## src/pra_ram.sv

```systemverilog
// ----------------------------------------------------------------------------
// Generic single-port-write RAM
// One write port and one read port with registered read data.
// ----------------------------------------------------------------------------
module pra_ram #(
    parameter int WIDTH = 8,
    parameter int DEPTH = 256
) (
    input  logic                     i_clk,
    input  logic                     i_we,
    input  logic [$clog2(DEPTH)-1:0] i_waddr,
    input  logic [WIDTH-1:0]         i_wdata,
    input  logic                     i_re,
    input  logic [$clog2(DEPTH)-1:0] i_raddr,
    output logic [WIDTH-1:0]         o_rdata
);

    logic [WIDTH-1:0] r_mem [DEPTH];
    logic [WIDTH-1:0] r_rdata;

    // Write port.
    always_ff @(posedge i_clk) begin
        if (i_we) begin
            r_mem[i_waddr] <= i_wdata;
        end
    end

    // Registered read port.
    always_ff @(posedge i_clk) begin
        if (i_re) begin
            r_rdata <= r_mem[i_raddr];
        end
    end

    assign o_rdata = r_rdata;

endmodule

```

## config.mk

```make
export PLATFORM = sky130hd
export DESIGN_NAME = pra_ram
export DESIGN_NICKNAME = d
export VERILOG_FILES = /design/src/pra_ram.sv
export SDC_FILE = /design/constraint.sdc
export NUM_CORES = 2
export LEC_CHECK = 0
export ABC_AREA = 1
export BUFFER_PORTS_ARGS = -buffer_cell sky130_fd_sc_hd__buf_2
export CORE_MARGIN = 2
export CORE_UTILIZATION = 30
export CTS_CLUSTER_SIZE = 16
export DETAILED_ROUTE_END_ITERATION = 16
export PLACE_DENSITY = 0.41
export SLEW_MARGIN = 15
export SYNTH_ARGS = -nofsm -noshare
export SYNTH_HDL_FRONTEND = slang
export SYNTH_SLANG_ARGS = --single-unit
```

## constraint.sdc

```tcl
create_clock -name i_clk -period 3.6 [get_ports i_clk]
set_input_delay 0.18 -clock i_clk [delete_from_list [all_inputs] [get_ports i_clk]]
set_output_delay 0.18 -clock i_clk [all_outputs]
set_load 0.01 [all_outputs]
```

==> results by group <==
Power and ir drop
  – Leak Pwr: 33.5 nW
  – Seq pwr share: 0.513
  – Pwr per Cell Area: 532 mW/mm2
  – Switching part of the total power: 0.236
  – Total power: 51.5 mW
  – Switching Power: 12.1 mW
  – Worst vdd rail ir drop: 0.483 mV
  – Cell-internal power: 39.3 mW
  – Clock share of power: 0.422
  – Combinational Power Share: 0.065

STA
  – Slew headroom: 0.210
  – F_max: 371 MHz
  – Setup violations, final: 0
  – Final Skew: 0.0685 ns
  – Total Neg Setup Slack: 0 ns
  – Final slew viol count: 0
  – Worst-Margin Slew: 1.19 ns
  – Final period util: 0.749
  – Final min period: 2.70 ns
  – Fin. Hold Viols: 0
  – Unrepaired setup endpoints after global routing: no

Placed design
  – Placed cell areas: 0.0898 mm2
  – GPL Wtd Cong: 0.818
  – Dpl hpwl: 164 mm
  – Port bufs: 34

Clock network
  – Root buffer cell: clkbuf_16
  – # Post-CTS Setup Buffers: 0
  – TritonCTS clock tree: yes
  – Clk buf depth: 3
  – Cts bufs inserted: 224
  – Worst-path clk slew: 0.06 ns
  – Clock tree sinks: 2056
  – Clock Latency Late Sink: 0.87 ns
  – Htree depth: 4

Setup path
  – WP buf/inv: 3
  – CP arrival: 3.42 ns
  – Req. time, crit path: 4.32 ns
  – Critical path's top delay family: simple AND/OR/NAND/NOR gates
  – CP max FO: 97
  – Worst Setup Path Type: primary input to register
  – Top cell by count, worst path: nand3_1
  – Crit path largest cell delay: 0.55 ns
  – Slowest CP cell: buf_4
  – Setup crit start kind: primary input
  – CP Capture Type: register
  – Worst-path cell chain: buf_8 > inv_16 > buf_4 > nand2_1 > nand3_1 > nand3_1 > nand3_1 > nand3_1 > nand3_1 > nand3_1 > nand2_1 > nand2_1 > nand2_1

Global route
  – All-Layer GR Usage: 0.193
  – Vias in the first global route: 53900
  – Total grt overflow: 0
  – Initial antenna violation count: 14
  – First-pass GRT wire length: 400 mm
  – Largest net degree at the start of global routing: 112

Cells and area
  – Final instance area: 0.0967 mm2
  – Final nets: 7217
  – Layout cell share with drive strength beyond 1: 0.101
  – Layout area overhead: 15.9%
  – Final-layout fill cell count: 27600

Synth
  – Cells after Synth: 7003
  – Avg Inst Size Synth: 11.9 um2
  – Synth Area in XOR/XNOR: 0
  – Multiplexer share of the synthesized area: 0
  – Post-synthesis compound-gate area fraction: 0
  – Synthesized cell area: 0.0835 mm2
  – Cell taking the most area after synthesis: edfxtp_1
  – Yosys cell types: 13
  – Synth warnings: 0
  – Largest cells by area after synthesis: edfxtp_1 (74%), nand3_1 (12%), nand2_1 (9.5%), buf_2 (1.6%), nor2_1 (1.3%)
  – Combinational family with the most area after synthesis: simple AND/OR/NAND/NOR gates
  – Synth Register Bits: 2056
  – Post-synthesis simple-gate area fraction: 0.229
  – Register area share after synthesis: 0.740
  – Top-area cell type share of the netlist area: 0.740
  – Post-synthesis adder-cell area fraction: 0
  – Synth Net Count: 7030

Flow run
  – Maxcap violations: 0

Routing
  – DR iter-0 viols: 4902
  – First drt pass iteration count: 6
  – DRC violations left: 0
  – DRT Wirelength: 278 mm
  – Via count: 54900
  – Drt wl/cell: 25.1 um
  – Vias per Instance: 4.95
  – DRT antenna net count: 0

Die
  – Starting Density: 0.302
  – Row Count: 193
  – Die area: 0.282 mm2
  – Core area: 0.277 mm2
  – Die width: 532 um
  – Die height: 532 um
  – Top Ports: 35

Run status
  – Result of the run: complete, no violations

Worst hold path
  – Hold Crit Class: primary input to register
cell type report:
type                            count  area, um2  area share
Inverter                           39        183     0.00189
Multi-Input combinational cell   4425      19200       0.198
Clock buffer                      297       6010      0.0621
Sequential cell                  2056      61700       0.638
Clock inverter                    112        773     0.00799
Antenna cell                        4       10.0    0.000103
Timing Repair Buffer              444       4200      0.0434
Tap cell                         3705       4640      0.0479
power by group through the flow:
stage / logic [mW] / clock network (mW) / registers (mW)
CTS: 3.40 / 22.3 / 26.4
floorplan: 1.63 / 0 / 26.9
detailed placement: 3.39 / 0 / 26.9
global route: 3.63 / 23.1 / 26.4
global placement: 3.40 / 0 / 26.9
finish: 3.34 / 21.7 / 26.4
worst paths after layout:
kind / start / to / slack, ns / depth (start not counted)
worst max-delay path: i_raddr[0] / o_rdata[5]$_DFFE_PP_ / 0.90 / 13
worst min-delay path: i_waddr[4] / r_mem[125][7]$_DFFE_PP_ / 0.16 / 5
worst max register to register: r_mem[61][5]$_DFFE_PP_ / o_rdata[5]$_DFFE_PP_ / 1.12 / 10
worst min register to register: r_mem[128][3]$_DFFE_PP_ / o_rdata[3]$_DFFE_PP_ / 1.09 / 10
cell usage in the layout, fill, tap and decap left out:
cell,synthesis,layout
clkbuf_1,112,67
inv_16,0,4
inv_8,0,2
dlygate4sd3_1,0,11
edfxtp_1,2056,2056
clkinvlp_4,0,1
buf_12,0,64
clkinv_4,0,1
buf_4,46,336
nand2_1,2123,2107
clkbuf_16,0,230
clkinv_1,0,55
inv_1,36,34
clkinv_2,0,40
diode_2,0,4
inv_2,2,1
nand3_1,2019,2019
nor2_1,283,283
nand2_2,0,16
buf_6,16,1
clkinv_8,0,2
bufinv_16,0,7
clkinv_16,0,1
buf_8,1,11
buf_2,268,21
inv_6,0,3
metrics by stage:
step | utilization | instances | hold WS (ns) | worst slack (ns)
final | 0.349 | 11100 | 0.155 | 0.905
after CTS | 0.349 | 11100 | 0.0816 | 0.976
after floorplan | - | 7003 | 0.279 | 1.93
after detailed placement | 0.325 | 10700 | 0.598 | 0.0239
after global placement | 0.325 | 10700 | 0.604 | 0.0387
after global routing | 0.349 | 11100 | 0.163 | 0.857
cells in the mapped netlist, drive strengths merged:
library cell,count
buf,371
edfxtp,2056
inv,39
nor2,283
nand3,2019
clkbuf,112
nand2,2123
registers in the layout, indices dropped and copies added (netlist names):
signal	flops
r_mem	2048
o_rdata	8
worst min-delay path: stages:
cell and delay, ns:
buf_2 0.12, nand2_1 0.08, inv_1 0.07, nand2_1 0.25, nor2_1 0.12
kinds of logic after synthesis:
| logic type | after synthesis |
|---|---|
| buffers and inverters | 522 |
| flip-flops | 2056 |
| AND/OR/NAND/NOR | 4425 |
layer usage:
layer / part of all wire / GRT usage / routed length [um]
met5: 0.000029 / 0 / 8
met4: 0.027 / 0.0549 / 7420
met3: 0.046 / 0.0256 / 12800
met2: 0.47 / 0.313 / 131000
met1: 0.45 / 0.269 / 126000
timing repair:
| item | CTS | global route |
|---|---|---|
| hold buffers | 11 | 0 |
| endpoints found under the hold margin | 573 | 0 |
| gates resized for setup | 0 | 0 |
(Power assumes the default switching activity.)
