[src/pra_pkg.sv]
// ----------------------------------------------------------------------------
// Page run allocator package
// Shared widths, codes and the page entry layout of the run allocator.
// ----------------------------------------------------------------------------
package pra_pkg;

    // Default number of pages in the managed region.
    localparam int PAGES_DEF = 256;

    // Fixed field widths.
    localparam int CNT_W   = 9;
    localparam int IDX_W   = 8;
    localparam int STAMP_W = 32;
    localparam int TOT_W   = 11;

    // Command codes.
    localparam logic CMD_ALLOC = 1'b0;
    localparam logic CMD_FREE  = 1'b1;

    // Result status codes.
    typedef enum logic [1:0] {
        STS_OK      = 2'd0,
        STS_NOSPACE = 2'd1,
        STS_INVALID = 2'd2
    } t_status;

    // One page entry as stored in the page memory.
    typedef struct packed {
        logic [STAMP_W-1:0] stamp;
        logic               head;
        logic               alloc;
        logic [CNT_W-1:0]   len;
    } t_page;

endpackage

[src/pra_fit.sv]
// ----------------------------------------------------------------------------
// Best-fit tracker
// Compares each scanned page entry against the best free run seen so far.
// ----------------------------------------------------------------------------
module pra_fit #(
    parameter int AW = 8
) (
    input  logic                  i_clk,
    input  logic                  i_rst_n,
    input  logic                  i_clr,
    input  logic                  i_vld,
    input  logic [AW-1:0]         i_idx,
    input  pra_pkg::t_page        i_entry,
    input  logic [pra_pkg::CNT_W-1:0] i_cnt,
    output logic                  o_found,
    output logic [AW-1:0]         o_best,
    output logic [pra_pkg::CNT_W-1:0] o_len
);
    import pra_pkg::*;

    logic               r_found, n_found;
    logic [AW-1:0]      r_best, n_best;
    logic [CNT_W-1:0]   r_len, n_len;
    logic [STAMP_W-1:0] r_stamp, n_stamp;
    logic               w_take;

    // A free head that fits replaces the best on a shorter length, or on an
    // equal length with a later stamp.
    always_comb begin
        w_take = i_vld && i_entry.head && !i_entry.alloc && (i_entry.len >= i_cnt) &&
                 (!r_found || (i_entry.len < r_len) ||
                  ((i_entry.len == r_len) && (i_entry.stamp > r_stamp)));
        n_found = r_found;
        n_best  = r_best;
        n_len   = r_len;
        n_stamp = r_stamp;
        if (i_clr) begin
            n_found = 1'b0;
        end else if (w_take) begin
            n_found = 1'b1;
            n_best  = i_idx;
            n_len   = i_entry.len;
            n_stamp = i_entry.stamp;
        end
    end

    always_ff @(posedge i_clk) begin
        if (!i_rst_n) begin
            r_found <= 1'b0;
        end else begin
            r_found <= n_found;
        end
    end

    always_ff @(posedge i_clk) begin
        r_best  <= n_best;
        r_len   <= n_len;
        r_stamp <= n_stamp;
    end

    assign o_found = r_found;
    assign o_best  = r_best;
    assign o_len   = r_len;

endmodule

[config.mk]
export PLATFORM = sky130hd
export DESIGN_NAME = pra_fit
export DESIGN_NICKNAME = d
export VERILOG_FILES = /design/src/pra_pkg.sv /design/src/pra_fit.sv
export SDC_FILE = /design/constraint.sdc
export NUM_CORES = 1
export LEC_CHECK = 0
export BUFFER_PORTS_ARGS = -buffer_cell sky130_fd_sc_hd__buf_4
export CELL_PAD_IN_SITES_DETAIL_PLACEMENT = 1
export CELL_PAD_IN_SITES_GLOBAL_PLACEMENT = 2
export CORE_ASPECT_RATIO = 0.8
export CORE_MARGIN = 4
export CORE_UTILIZATION = 33
export CTS_CLUSTER_SIZE = 28
export DETAILED_ROUTE_END_ITERATION = 7
export GPL_TIMING_DRIVEN = 0
export PLACE_DENSITY_LB_ADDON = 0.12
export SYNTH_ARGS = -nofsm -noshare
export SYNTH_HDL_FRONTEND = slang
export SYNTH_SLANG_ARGS = --single-unit
[constraint.sdc]
create_clock -name i_clk -period 8.44 [get_ports i_clk]
set_input_delay 0.844 -clock i_clk [delete_from_list [all_inputs] [get_ports i_clk]]
set_output_delay 0.844 -clock i_clk [all_outputs]
set_load 0.01 [all_outputs]
==> flow_summary.ini <==
[power_and_ir_drop]
leakagePower_nw = 1.73
switching_share_pct = 21.6
pwr-share-clk_pct = 27.0
p_comb_share_pct = 13.9
internal_power_uw = 366
seq_power_share_pct = 59.1
powerDensity_nw_per_um2 = 126
ir_drop_uv = 98.2
p_sw_uw = 101

[place]
gp_congestion = 0.693
dpl_worst_slack_ps = 4660
io_buffers = 81
dp_hpwl_mm = 4.99

[global_route]
grt_usage_pct = 11.8
grt_pass1_vias = 2061
antenna_found_initial = 0
grt_max_degree = 17
grt_pass1_wl_mm = 9.80
gr-total-overflow = 0

[timing]
maxSlewViolCount = 0
rsz0062_at_grt = no
fin_ws_ps = 5040
finClkSkew_ps = 7.87
finalHoldViolations = 0
clock.fmax_ghz = 0.294
slew_headroom_pct = 54.7
final-setup-viol-count = 0
period_minus_slack_ps = 3400
worst_pin_slew_ps = 677
period_share_pct = 40.3

[status]
outcome = finished clean

[drt]
wl_mm = 5.80
drt-pass1-iter-count = 4
drc = 0
dr.first_iter.drc_count = 30
final_antenna_net_count = 0
vias_per_cell = 4.56
vias = 1969
wl_per_cell_um = 13.4

[clock_tree]
h-tree-depth = 2
cts_root_buf = clkbuf_8
clk_pin_slew_worst_paths_ps = 80
cts_max_path_buffers = 2
cts-resized-gates = 0
post_cts_buffers = 0
cts_hold_buf = 0
cts_tree = built
cts_num_sinks = 50
cts-buffers-inserted = 5
clk_latency_ps = 290

[yosys]
yosysTopAreaCell = edfxtp_1
synth_nets = 348
syn_avg_cell_area_sq_um = 12.0
async_flop_share_pct = 0
synthCells = 234
yosysSeqAreaShare_pct = 53.3
synth_top_flop_cell = edfxtp_1
ys_types = 28
synth-edff-count = 49
syn-cell-area_sq_um = 2800
synthTopCellsByArea = edfxtp_1, ha_1, inv_1
synth-seq-cells = 50
synth_warnings = 0
synthTopCellsByCount = inv_1, ha_1, edfxtp_1
yosysTopAreaCellShare_pct = 52.6
yosysMostFrequentCell = inv_1

[critical_path]
r2r_slack_ps = 5330
crit_fanout = 13
critPathLaunch = i_entry[40]
required_ps = 8440
r2r-end = r_stamp[3]
critPathArrivalTime_ps = 3400
r2r_cells = 10
start_kind = input port
crit_end = r_stamp[3]
rr_startpoint = r_stamp[29]
setup.worst_path.end_class = flip-flop
worst-setup-path-type = in -> reg

[final_layout]
nets = 439
n_fill_cell = 903
antenna_cells = 0
drive_above_1_share_pct = 29.3
final_core_util_pct = 45.7
syn_to_final_growth_pct = 32.1

[die]
initial_utilization_pct = 34.6
dieArea_sq_um = 10000
fp.coreArea_sq_um = 8090
die_x_um = 111
die_y_um = 90.3
io_pins = 82
rows = 29

[hold_path]
hp-class = reg -> reg

[flow_run]
max_cap_viol_count = 0
[sequential cells by signal, summed over array words and instances, names as in the netlist]
signal	flops
r_stamp	32
o_found	1
o_best	8
o_len	9
[worst min path at each step]
stage	start	endpoint	slack [ps]	cells past startpoint
floorplan	o_found	o_found	480	2
global placement	o_found	o_found	450	2
detailed placement	o_found	o_found	460	2
CTS	o_found	o_found	470	2
global route	o_found	o_found	500	2
finish	o_found	o_found	470	2
[worst max-delay path: stages]
cell and delay [ps]:
buf_4 110, ha_1 300, nand4_2 150, nor4_2 360, nand3_1 150, a31oi_1 180, o221ai_1 210, a211oi_4 670
buf_16 230, buf_8 170
[cell families (layout without fill, tap and decap cells)]
family	after synthesis	count (layout)	share of synthesized area, %
fa+ha+maj	50	50	22.4
simple gates	40	40	7.88
compound gates	42	42	9.44
flops	50	50	53.3
buf+inv	52	142	6.98
[stage by stage]
step,instance area (sq um),power (mW),cells,hold WS (ps),setup TNS [ps]
detailed placement,3620,0.347,426,458,0
global placement,3540,0.345,423,449,-8470
CTS,3690,0.479,432,471,0
floorplan,2800,0.310,234,477,0
global route,3690,0.496,432,498,0
finish,3690,0.466,432,466,0
[metal layers]
layer  vias up  wire length (um)  GRT usage [%]
met5         -                 0              0
met4         0                15           1.23
met3         2               448           4.09
met2        51              2530           18.6
met1       902              2810           16.4
li1       1014                 -              -
[power by group through the flow]
stage | logic [mW] | clock network [mW] | registers [mW]
3_5_place_dp | 0.0661 | 0 | 0.281
5_1_grt | 0.0743 | 0.146 | 0.276
4_1_cts | 0.0665 | 0.137 | 0.276
6_report | 0.0648 | 0.126 | 0.276
3_3_place_gp | 0.0628 | 0 | 0.282
2_1_floorplan | 0.0278 | 0 | 0.282
[area by class of cell]
cell class / instances / area (sq um) / share of cell area [%]
multi-input combinational: 132 / 1120 / 30.4
timing repair buffer: 84 / 678 / 18.4
inverter: 52 / 195 / 5.28
clock buffer: 5 / 68.8 / 1.86
tap: 108 / 135 / 3.66
clock inverter: 1 / 3.75 / 0.102
sequential: 50 / 1490 / 40.4
[layout by cell type (no fill, tap or decap), types with 2 or more instances in the layout]
cell	n
buf_4	81
inv_1	52
ha_1	50
edfxtp_1	49
a21oi_1	15
nand2_1	14
o21ai_0	7
nand3_1	6
nor2_1	5
clkbuf_8	5
a21o_1	4
o21a_1	3
nand4_1	3
nand2b_1	3
a211o_1	2
nand4_2	2
nor4_2	2
a221oi_1	2
o211ai_1	2
nor3_1	2
buf_16	2
Note: power is estimated with default switching activity, not from simulation.
